## config.mk

```make
export PLATFORM = sky130hd
export DESIGN_NAME = bts_mac
export DESIGN_NICKNAME = d
export VERILOG_FILES = /design/src/hw/rtl/bts_pkg.sv /design/src/hw/rtl/bts_mac.sv
export SDC_FILE = /design/constraint.sdc
export NUM_CORES = 1
export LEC_CHECK = 0
export BUFFER_PORTS_ARGS = -buffer_cell sky130_fd_sc_hd__buf_4
export CAP_MARGIN = 20
export CORE_UTILIZATION = 40
export CTS_CLUSTER_SIZE = 16
export DETAILED_ROUTE_END_ITERATION = 12
export GPL_ROUTABILITY_DRIVEN = 0
export PLACE_DENSITY_LB_ADDON = 0.1
export RECOVER_POWER = 25
export SLEW_MARGIN = 20
export SYNTH_ARGS = -nofsm -noshare
export SYNTH_HDL_FRONTEND = slang
export SYNTH_SLANG_ARGS = --single-unit
export TNS_END_PERCENT = 5
```

## constraint.sdc

```tcl
create_clock -name i_clk -period 6.1 [get_ports i_clk]
set_clock_uncertainty 0.15 [all_clocks]
set_input_delay 0.61 -clock i_clk [delete_from_list [all_inputs] [get_ports i_clk]]
set_output_delay 0.61 -clock i_clk [all_outputs]
set_load 0.01 [all_outputs]
```

## src/hw/rtl/bts_pkg.sv

```systemverilog
// Shared types, constants and helper functions for the bilinear texture sampler.
// Used by bilinear_texture_sample, bts_mac and bts_checker; depends on nothing.
package bts_pkg;

    localparam int MAX_SIDE     = 64;
    localparam int STORE_TEXELS = 4096;
    localparam int FRAC_BITS    = 8;

    localparam int COORD_W    = 14;
    localparam int INT_W      = COORD_W - FRAC_BITS;
    localparam int SIDE_W     = 7;
    localparam int CMP_W      = (INT_W + 1 > SIDE_W) ? INT_W + 1 : SIDE_W;
    localparam int BYTE_W     = 8;
    localparam int TEXEL_W    = 32;
    localparam int ADDR_W     = 12;
    localparam int DEC_W      = 16;
    localparam int A_W        = DEC_W + FRAC_BITS;
    localparam int B_W        = (FRAC_BITS + 1 > SIDE_W) ? FRAC_BITS + 1 : SIDE_W;
    localparam int ACC_W      = DEC_W + 2 * FRAC_BITS + 1;
    localparam int IDX_W      = 2 * SIDE_W;
    localparam int CFG_IDX_W  = 2;
    localparam int CFG_DATA_W = 7;
    localparam int DEPTH_W    = 2;
    localparam int CNT_W      = 4;
    localparam int STEP_W     = 3;
    localparam int CH_W       = 2;
    localparam int NUM_TEXELS = 4;
    localparam int NUM_CH     = 3;
    localparam int LINE_LEN   = NUM_TEXELS * NUM_CH;

    localparam logic [B_W-1:0]   WEIGHT_ONE = B_W'(1) << FRAC_BITS;
    localparam logic [ACC_W:0]   RND_HALF   = (ACC_W + 1)'(255) << (2 * FRAC_BITS - 1);
    localparam logic [BYTE_W-1:0] BYTE_FULL = 8'hFF;

    localparam logic [CFG_IDX_W-1:0] CFG_WIDTH  = 2'd0;
    localparam logic [CFG_IDX_W-1:0] CFG_HEIGHT = 2'd1;
    localparam logic [CFG_IDX_W-1:0] CFG_DEPTH  = 2'd2;

    localparam logic [DEPTH_W-1:0] DEPTH_GREY = 2'd0;
    localparam logic [DEPTH_W-1:0] DEPTH_RGB  = 2'd1;
    localparam logic [DEPTH_W-1:0] DEPTH_RGBA = 2'd2;

    localparam logic KIND_WRITE  = 1'b0;
    localparam logic KIND_SAMPLE = 1'b1;

    localparam logic [SIDE_W-1:0]  SIDE_RESET  = SIDE_W'(MAX_SIDE);
    localparam logic [DEPTH_W-1:0] DEPTH_RESET = DEPTH_RGB;

    typedef enum logic [2:0] {
        ST_IDLE,
        ST_BASE,
        ST_READ,
        ST_DECODE,
        ST_BLEND
    } t_state;

    typedef struct packed {
        logic           en;
        logic           acc;
        logic [A_W-1:0] a;
        logic [B_W-1:0] b;
    } t_mac_op;

    function automatic logic [SIDE_W-1:0] side_limit(input logic [SIDE_W-1:0] v);
        logic [SIDE_W-1:0] r;
        r = v;
        if (v == '0) begin
            r = SIDE_W'(1);
        end else if (v > SIDE_W'(MAX_SIDE)) begin
            r = SIDE_W'(MAX_SIDE);
        end
        return r;
    endfunction

endpackage

```

## src/hw/rtl/bts_mac.sv

```systemverilog
// Shared multiply-accumulate unit of the bilinear texture sampler.
// Depends on bts_pkg for operand widths and the operation struct.
module bts_mac (
    input  logic                      i_clk,
    input  bts_pkg::t_mac_op          i_op,
    output logic [bts_pkg::ACC_W-1:0] o_acc
);

    logic [bts_pkg::ACC_W-1:0]           r_acc;
    logic [bts_pkg::A_W+bts_pkg::B_W-1:0] prod;
    logic [bts_pkg::ACC_W-1:0]           addend;

    assign prod   = i_op.a * i_op.b;
    assign addend = i_op.acc ? r_acc : '0;

    always_ff @(posedge i_clk) begin
        if (i_op.en) begin
            r_acc <= addend + prod[bts_pkg::ACC_W-1:0];
        end
    end

    assign o_acc = r_acc;

endmodule

```

==> metrics.cfg, run 1 <==
[run_status]
outcome = finished with violations
violations = DRC, capacitance limit, slew limit

[logic_synthesis]
ys_ff_latch = 33
yosys_warnings = 0
yosysSeqAreaShare_pct = 11.0
syn_inst = 981
ys_types = 57
synth_edf_count = 33
synth_fp_nets = 1260
netlist_area_um2 = 9040
synth_area_per_cell_um2 = 9.22
synth_ff_type = edfxtp_1
async_flop_share_pct = 0

[timing]
post-route-period-util_pct = 92.9
slew_headroom_pct = -35.7
fmax_ghz = 0.176
fin_crit_ns = 5.67
final_max_slew_viol_count = 34
setup_tns_ns = 0
setup_viol = 0
rsz0062_at_grt = no
worst_slew_pin_slew_ns = 2.04
finalHoldViolations = 0

[grt]
grt_max_degree = 34
grt_usage_pct = 21.0
grt_antenna_before_repair = 0
grt_pass1_vias = 6902
grt_pass1_wl_um = 38600
grt_overflow = 0

[placement]
io_buffers = 68
dp_hpwl_um = 18500

[floorplanning]
start_util_pct = 41.0
die-area_um2 = 23200
die_h_um = 152
die_w_um = 152
core_area_um2 = 22000
ios = 69
fp-row-count = 54

[clocking]
htree_levels = 2
cts_tree = done
cts_sinks = 33
clk_pin_slew_ns = 0.06
clock_latency_ns = 0.28
cts-root-buf = clkbuf_16
cts_resized = 0
cts_buffers = 5
cts_max_path_buffers = 2
post_cts_buffers = 0
cts_hold_buf = 0

[cells_and_area]
layout_common_cells = 188 x inv_1, 183 x fa_1, 145 x nand2_1, 136 x and2_1, 77 x buf_4
layout-drive-gt1-share_pct = 8.96
area_growth_syn_to_layout_pct = 10.1
antenna_cells = 0
nets = 1305
final_common_cell = inv_1
largest_reg_flops = 33

[route]
first_pass_iters = 9
ant_nets = 0
avgViaCountPerCell = 5.05
vias = 6595
drt_iter0_markers = 390
wl_um = 22600
route.detailed.drc = 4
wire_per_inst_um = 17.3

[critical_path]
cp_slowest_stage_delay_ns = 0.56
cp.required_ns = 5.97
path_max_fanout = 24
worstPathArrival_ns = 5.54
critical_path.top_delay_family = adder cells
path_common_cell = fa_1
cp-start-kind = primary input
critPathBufInv = 4
critPathKind = primary input to flip-flop
critPathCaptureType = flip-flop
worstPathCellList = buf_4 -> nand2_1 -> fa_1 -> inv_1 -> fa_1 -> inv_1 -> fa_1 -> inv_1 -> fa_1 -> fa_1 -> ha_1 -> nor2b_2 -> a311oi_4 -> o21ai_2 -> or4_1 -> and4_1
slowest_stage = fa_1

[min_path]
min_path_type = flip-flop to flip-flop

[run]
drv_cap = 1

cell families (layout without fill, tap and decap cells):
logic type                 count (synthesis)  count (layout)  synth area share (%)
muxes                                      2               2                 0.221
DFF                                       33              33                  11.0
xor gates and xnor gates                  27              27                  2.62
AOI/OAI and AO/OA                        109             109                  8.65
and+or+nand+nor                          339             339                  19.2
adders and majority gates                243             243                  48.8
buffers and inverters                    228             274                  9.55
cell usage after synthesis (5+ instances only):
cell | count | area, um2
nand4_1 | 6 | 37.5
nor2_1 | 13 | 48.8
nand2_1 | 145 | 544
edfxtp_1 | 33 | 991
fa_1 | 183 | 3660
clkbuf_1 | 35 | 131
xnor2_1 | 17 | 149
a21oi_1 | 29 | 145
and2_1 | 136 | 851
and3_1 | 8 | 50.1
a31oi_1 | 6 | 37.5
nand3_1 | 6 | 30.0
a211oi_1 | 8 | 60.1
o211ai_1 | 5 | 37.5
o21ai_0 | 8 | 40.0
xor2_1 | 10 | 87.6
ha_1 | 60 | 751
a21o_1 | 17 | 128
inv_1 | 188 | 706
cell type report:
class	count	area (um2)
Timing Repair Buffer	78	582
Clock inverter	3	12.5
Inverter	188	706
Sequential cell	33	991
Multi-Input combinational cell	720	7190
Tap cell	280	350
Clock buffer	5	125
Fill cell	2207	12100
stage by stage:
step / cell area [um2] / std cells / setup slack (ns) / hold slack [ns] / util, %
3_5_place_dp: 9820 / 1299 / 0.159 / 0.534 / 44.6
3_3_place_gp: 9820 / 1299 / 0.168 / 0.534 / 44.6
4_1_cts: 9960 / 1307 / 0.436 / 0.551 / 45.2
2_1_floorplan: 9040 / 981 / 0.573 / 0.572 / -
5_1_grt: 9950 / 1307 / 0.177 / 0.621 / 45.2
6_report: 9950 / 1307 / 0.432 / 0.554 / 45.2
worst min-delay path, stage by stage (launching register included):
cell and delay, ns:
edfxtp_1 0.34, and2_1 0.13, ha_1 0.13
path summary, 6_finish.rpt:
check,start,end,slack [ns],cells after the start
setup reg to reg,o_acc[4]$_DFFE_PP_,o_acc[24]$_DFFE_PP_,2.79,10
hold / removal,o_acc[0]$_DFFE_PP_,o_acc[0]$_DFFE_PP_,0.55,2
setup / recovery,i_op[0],o_acc[24]$_DFFE_PP_,0.43,16
hold reg to reg,o_acc[0]$_DFFE_PP_,o_acc[0]$_DFFE_PP_,0.55,2
metal layers:
layer | global-route usage [%] | share of wire (%) | vias to the layer above
li1 | - | - | 3140
met1 | 34.6 | 54 | 3305
met2 | 29.8 | 42 | 140
met3 | 1.96 | 3.7 | 10
met4 | 3.01 | 0.75 | 0
met5 | 0 | 0 | -
Power of run 1 is left out: the tool's default activity adds up to more than one toggle a clock period on the data nets, which glitch-free logic cannot reach.
==> run 2: changes to the inputs <==
--- a/config.mk
+++ b/config.mk
@@ -12,7 +12,7 @@
 export DETAILED_ROUTE_END_ITERATION = 12
 export GPL_ROUTABILITY_DRIVEN = 0
 export PLACE_DENSITY_LB_ADDON = 0.1
-export RECOVER_POWER = 25
+export RECOVER_POWER = 50
 export SLEW_MARGIN = 20
 export SYNTH_ARGS = -nofsm -noshare
 export SYNTH_HDL_FRONTEND = slang
==> metrics.cfg, run 2 (same netlist as run 1, synthesis figures left out) <==
[run_status]
outcome = finished with violations
violations = DRC, capacitance limit, slew limit

[floorplanning]
fp-row-count = 54
ios = 69
die-area_um2 = 23200
die_h_um = 152
start_util_pct = 41.0
core_area_um2 = 22000
die_w_um = 152

[cells_and_area]
layout-drive-gt1-share_pct = 7.40
layout_common_cells = 188 x inv_1, 183 x fa_1, 145 x nand2_1, 136 x and2_1, 61 x buf_4
nets = 1305
area_growth_syn_to_layout_pct = 9.42
antenna_cells = 0
largest_reg_flops = 33
stdcell_count = 1307
final_area_um2 = 9890
final_common_cell = inv_1

[grt]
grt_max_degree = 34
grt_pass1_wl_um = 38600
grt_overflow = 0
grt_usage_pct = 21.0
busiest_layer = met1
met3_usage_pct = 1.96
use_met2_pct = 29.8
grt.met1_usage_pct = 34.6
grt_pass1_vias = 6902
grt_antenna_before_repair = 0

[clocking]
post_cts_buffers = 0
cts_resized = 0
clock_latency_ns = 0.28
cts_buffers = 5
cts_max_path_buffers = 2
cts_tree = done
htree_levels = 2
cts_hold_buf = 0
clk_pin_slew_ns = 0.06
cts-root-buf = clkbuf_16
cts_sinks = 33

[route]
wire_per_inst_um = 17.3
route.detailed.drc = 4
drt_iter0_markers = 364
wl_um = 22700
ant_nets = 0
vias = 6601
avgViaCountPerCell = 5.05
first_pass_iters = 9

[placement]
dp_hpwl_um = 18500
io_buffers = 68
placed_cells = 1299
post_dp_cell_area_um2 = 9820

[critical_path]
rr_worst_depth = 10
path_max_fanout = 24
rrSetupSlack_ns = 2.74
cp.required_ns = 5.97
timing.rr.start = o_acc[4]$_DFFE_PP_
worstPathArrival_ns = 5.54
critPathKind = primary input to flip-flop
r2r_end = o_acc[24]$_DFFE_PP_
cp-start-kind = primary input
critPathCaptureType = flip-flop

[timing]
whs_ns = 0.551
final_max_slew_viol_count = 34
fin_crit_ns = 5.67
setup_tns_ns = 0
slew_headroom_pct = -35.2
post-route-period-util_pct = 93.0
setup_viol = 0
rsz0062_at_grt = no
finalHoldViolations = 0
fmax_ghz = 0.176
worst_slew_pin_slew_ns = 2.03

[run]
drv_cap = 1

[min_path]
hold_path_depth = 2
min_path_type = flip-flop to flip-flop
min_from = o_acc[0]$_DFFE_PP_
hold_end = o_acc[0]$_DFFE_PP_

[run 2: worst max-delay path, cell delays in order]
cell and delay [ns]:
buf_4 0.26, nand2_1 0.13, fa_1 0.56, inv_1 0.06
fa_1 0.50, inv_1 0.05, fa_1 0.54, inv_1 0.05
fa_1 0.54, fa_1 0.43, ha_1 0.40, nor2b_2 0.21
a311oi_4 0.38, o21ai_2 0.18, or4_1 0.41, and4_1 0.21
[run 2: worst max path at each step]
stage | from | to
6_report | i_op[0] | o_acc[24]$_DFFE_PP_
5_1_grt | i_op[0] | o_acc[24]$_DFFE_PP_
4_1_cts | i_op[0] | o_acc[24]$_DFFE_PP_
3_3_place_gp | i_op[0] | o_acc[24]$_DFFE_PP_
3_5_place_dp | i_op[0] | o_acc[24]$_DFFE_PP_
2_1_floorplan | i_op[0] | o_acc[24]$_DFFE_PP_
[run 2: area by class of cell]
type	count	area (um2)
Clock inverter	3	12.5
Multi-Input combinational cell	720	7190
Tap cell	280	350
Timing Repair Buffer	78	522
Inverter	188	706
Sequential cell	33	991
Fill cell	2219	12100
Clock buffer	5	125
[run 2: layer usage]
| layer | part of all wire (%) | routed length [um] |
|---|---|---|
| met5 | 0 | 0 |
| met4 | 0.75 | 170 |
| met3 | 3.6 | 814 |
| met2 | 42 | 9460 |
| met1 | 54 | 12200 |
[run 2: through the flow]
step                util, %  worst slack [ns]
global placement       44.6             0.168
global route           44.9             0.177
detailed placement     44.6             0.159
CTS                    45.2             0.436
finish                 44.9             0.430
floorplan                 -             0.573
Power of run 2 is left out for the same reason.
==> run 3: changes to the inputs <==
--- a/config.mk
+++ b/config.mk
@@ -7,12 +7,13 @@
 export LEC_CHECK = 0
 export BUFFER_PORTS_ARGS = -buffer_cell sky130_fd_sc_hd__buf_4
 export CAP_MARGIN = 20
+export CORE_MARGIN = 5
 export CORE_UTILIZATION = 40
 export CTS_CLUSTER_SIZE = 16
 export DETAILED_ROUTE_END_ITERATION = 12
 export GPL_ROUTABILITY_DRIVEN = 0
 export PLACE_DENSITY_LB_ADDON = 0.1
-export RECOVER_POWER = 50
+export SKIP_CTS_REPAIR_TIMING = 1
 export SLEW_MARGIN = 20
 export SYNTH_ARGS = -nofsm -noshare
 export SYNTH_HDL_FRONTEND = slang
==> metrics.cfg, run 3 (same netlist as run 1, synthesis figures left out) <==
[clocking]
cts_buffers = 5
cts_sinks = 33
cts_max_path_buffers = 2
clock_latency_ns = 0.28
cts-root-buf = clkbuf_16
cts_tree = done
htree_levels = 2
clk_pin_slew_ns = 0.05

[floorplanning]
die-area_um2 = 25700
start_util_pct = 40.3
die_h_um = 160
fp-row-count = 55
core_area_um2 = 22400
ios = 69
die_w_um = 160

[grt]
grt_max_degree = 34
grt_overflow = 0
grt_antenna_before_repair = 0
grt_pass1_wl_um = 39500
grt_pass1_vias = 7174
grt_usage_pct = 18.9

[run]
drv_cap = 0

[route]
wire_per_inst_um = 17.6
drt_iter0_markers = 402
top_layer_used = met4
vias = 6544
wl_um = 23100
route.detailed.drc = 0
route.met2.wl_um = 10100
first_pass_iters = 5
wl_met3_um = 594
avgViaCountPerCell = 4.98
ant_nets = 0
wl_met1_um = 12300

[critical_path]
r2r_end = o_acc[29]$_DFFE_PP_
rr_worst_depth = 10
worstPathCellList = buf_4 -> nand2_1 -> fa_1 -> inv_1 -> fa_1 -> fa_1 -> fa_1 -> inv_1 -> fa_1 -> inv_1 -> ha_1 -> a21oi_1 -> o21ai_1 -> a211oi_1 -> a31oi_1 -> o221ai_1 -> xnor2_1
critPathCaptureType = flip-flop
path_max_fanout = 24
rrSetupSlack_ns = 2.77
critPathKind = primary input to flip-flop
path_common_cell = fa_1
cp.required_ns = 5.98
slowest_stage = fa_1
cp_slowest_stage_delay_ns = 0.55
critical_path.top_delay_family = adder cells
cp-start-kind = primary input
worstPathArrival_ns = 5.52
critPathBufInv = 4
timing.rr.start = o_acc[1]$_DFFE_PP_

[cells_and_area]
final_area_um2 = 9970
antenna_cells = 0
fillers = 2232
area_growth_syn_to_layout_pct = 10.3
nets = 1306
finish.utilization_pct = 44.4
largest_reg_flops = 33
final_common_cell = inv_1
layout-drive-gt1-share_pct = 9.14
layout_common_cells = 188 x inv_1, 183 x fa_1, 145 x nand2_1, 136 x and2_1, 79 x buf_4

[timing]
rsz0062_at_grt = no
finalHoldViolations = 0
setup_viol = 0
whs_ns = 0.562
worst_slew_pin_slew_ns = 0.509
fin_crit_ns = 5.64
setup_tns_ns = 0
slew_headroom_pct = 65.8
post-route-period-util_pct = 92.5
fmax_ghz = 0.177
final_max_slew_viol_count = 0

[min_path]
hold_end = o_acc[0]$_DFFE_PP_
min_path_type = flip-flop to flip-flop
hold_path_depth = 2
min_from = o_acc[0]$_DFFE_PP_

[run_status]
outcome = finished clean

[placement]
post_dp_cell_area_um2 = 9830
io_buffers = 68
dp_hpwl_um = 19100

==> run 3: cell types whose count changed in the layout (fill, tap and decap cells not counted), sizes merged <==
cell and delta:
buf +18, clkbuf -17
==> run 3: worst reg2reg max path, stage by stage (launching register included) <==
cell and delay, ns:
edfxtp_1 0.38, and2_1 0.17, ha_1 0.27, ha_1 0.26, fa_1 0.50, a211oi_1 0.35
o21ai_0 0.22, o21ai_1 0.24, a31oi_1 0.17, o221ai_1 0.27, xnor2_1 0.10
==> run 3: per-stage QoR <==
stage	setup WS [ns]	std cells
after floorplan	0.573	981
final	0.459	1313
after CTS	0.442	1313
after global routing	0.185	1313
after detailed placement	0.159	1305
after global placement	0.168	1305
==> run 3: final cells by class <==
cell class	count	area, um2	area share (%)
multi-input cells	720	7190	72.1
flip-flops and latches	33	991	9.94
inverters	188	706	7.08
repair buffers	79	593	5.95
well taps	285	357	3.58
clock buffers	5	125	1.25
clock inverters	3	12.5	0.125
==> run 3: worst max-delay path by stage <==
stage	from	endpoint	cells after the start
5_1_grt	i_op[0]	o_acc[29]$_DFFE_PP_	17
6_report	i_op[0]	o_acc[29]$_DFFE_PP_	17
4_1_cts	i_op[0]	o_acc[29]$_DFFE_PP_	17
3_5_place_dp	i_op[0]	o_acc[29]$_DFFE_PP_	17
2_1_floorplan	i_op[0]	o_acc[24]$_DFFE_PP_	16
3_3_place_gp	i_op[0]	o_acc[29]$_DFFE_PP_	17
==> run 3: per-layer routing <==
layer  track usage (%)  up-vias
met5                 0        -
met4              2.66        0
met2              28.9       99
met3              1.13        8
met1              30.4     3299
li1                  -     3138
Power of run 3 is left out for the same reason.
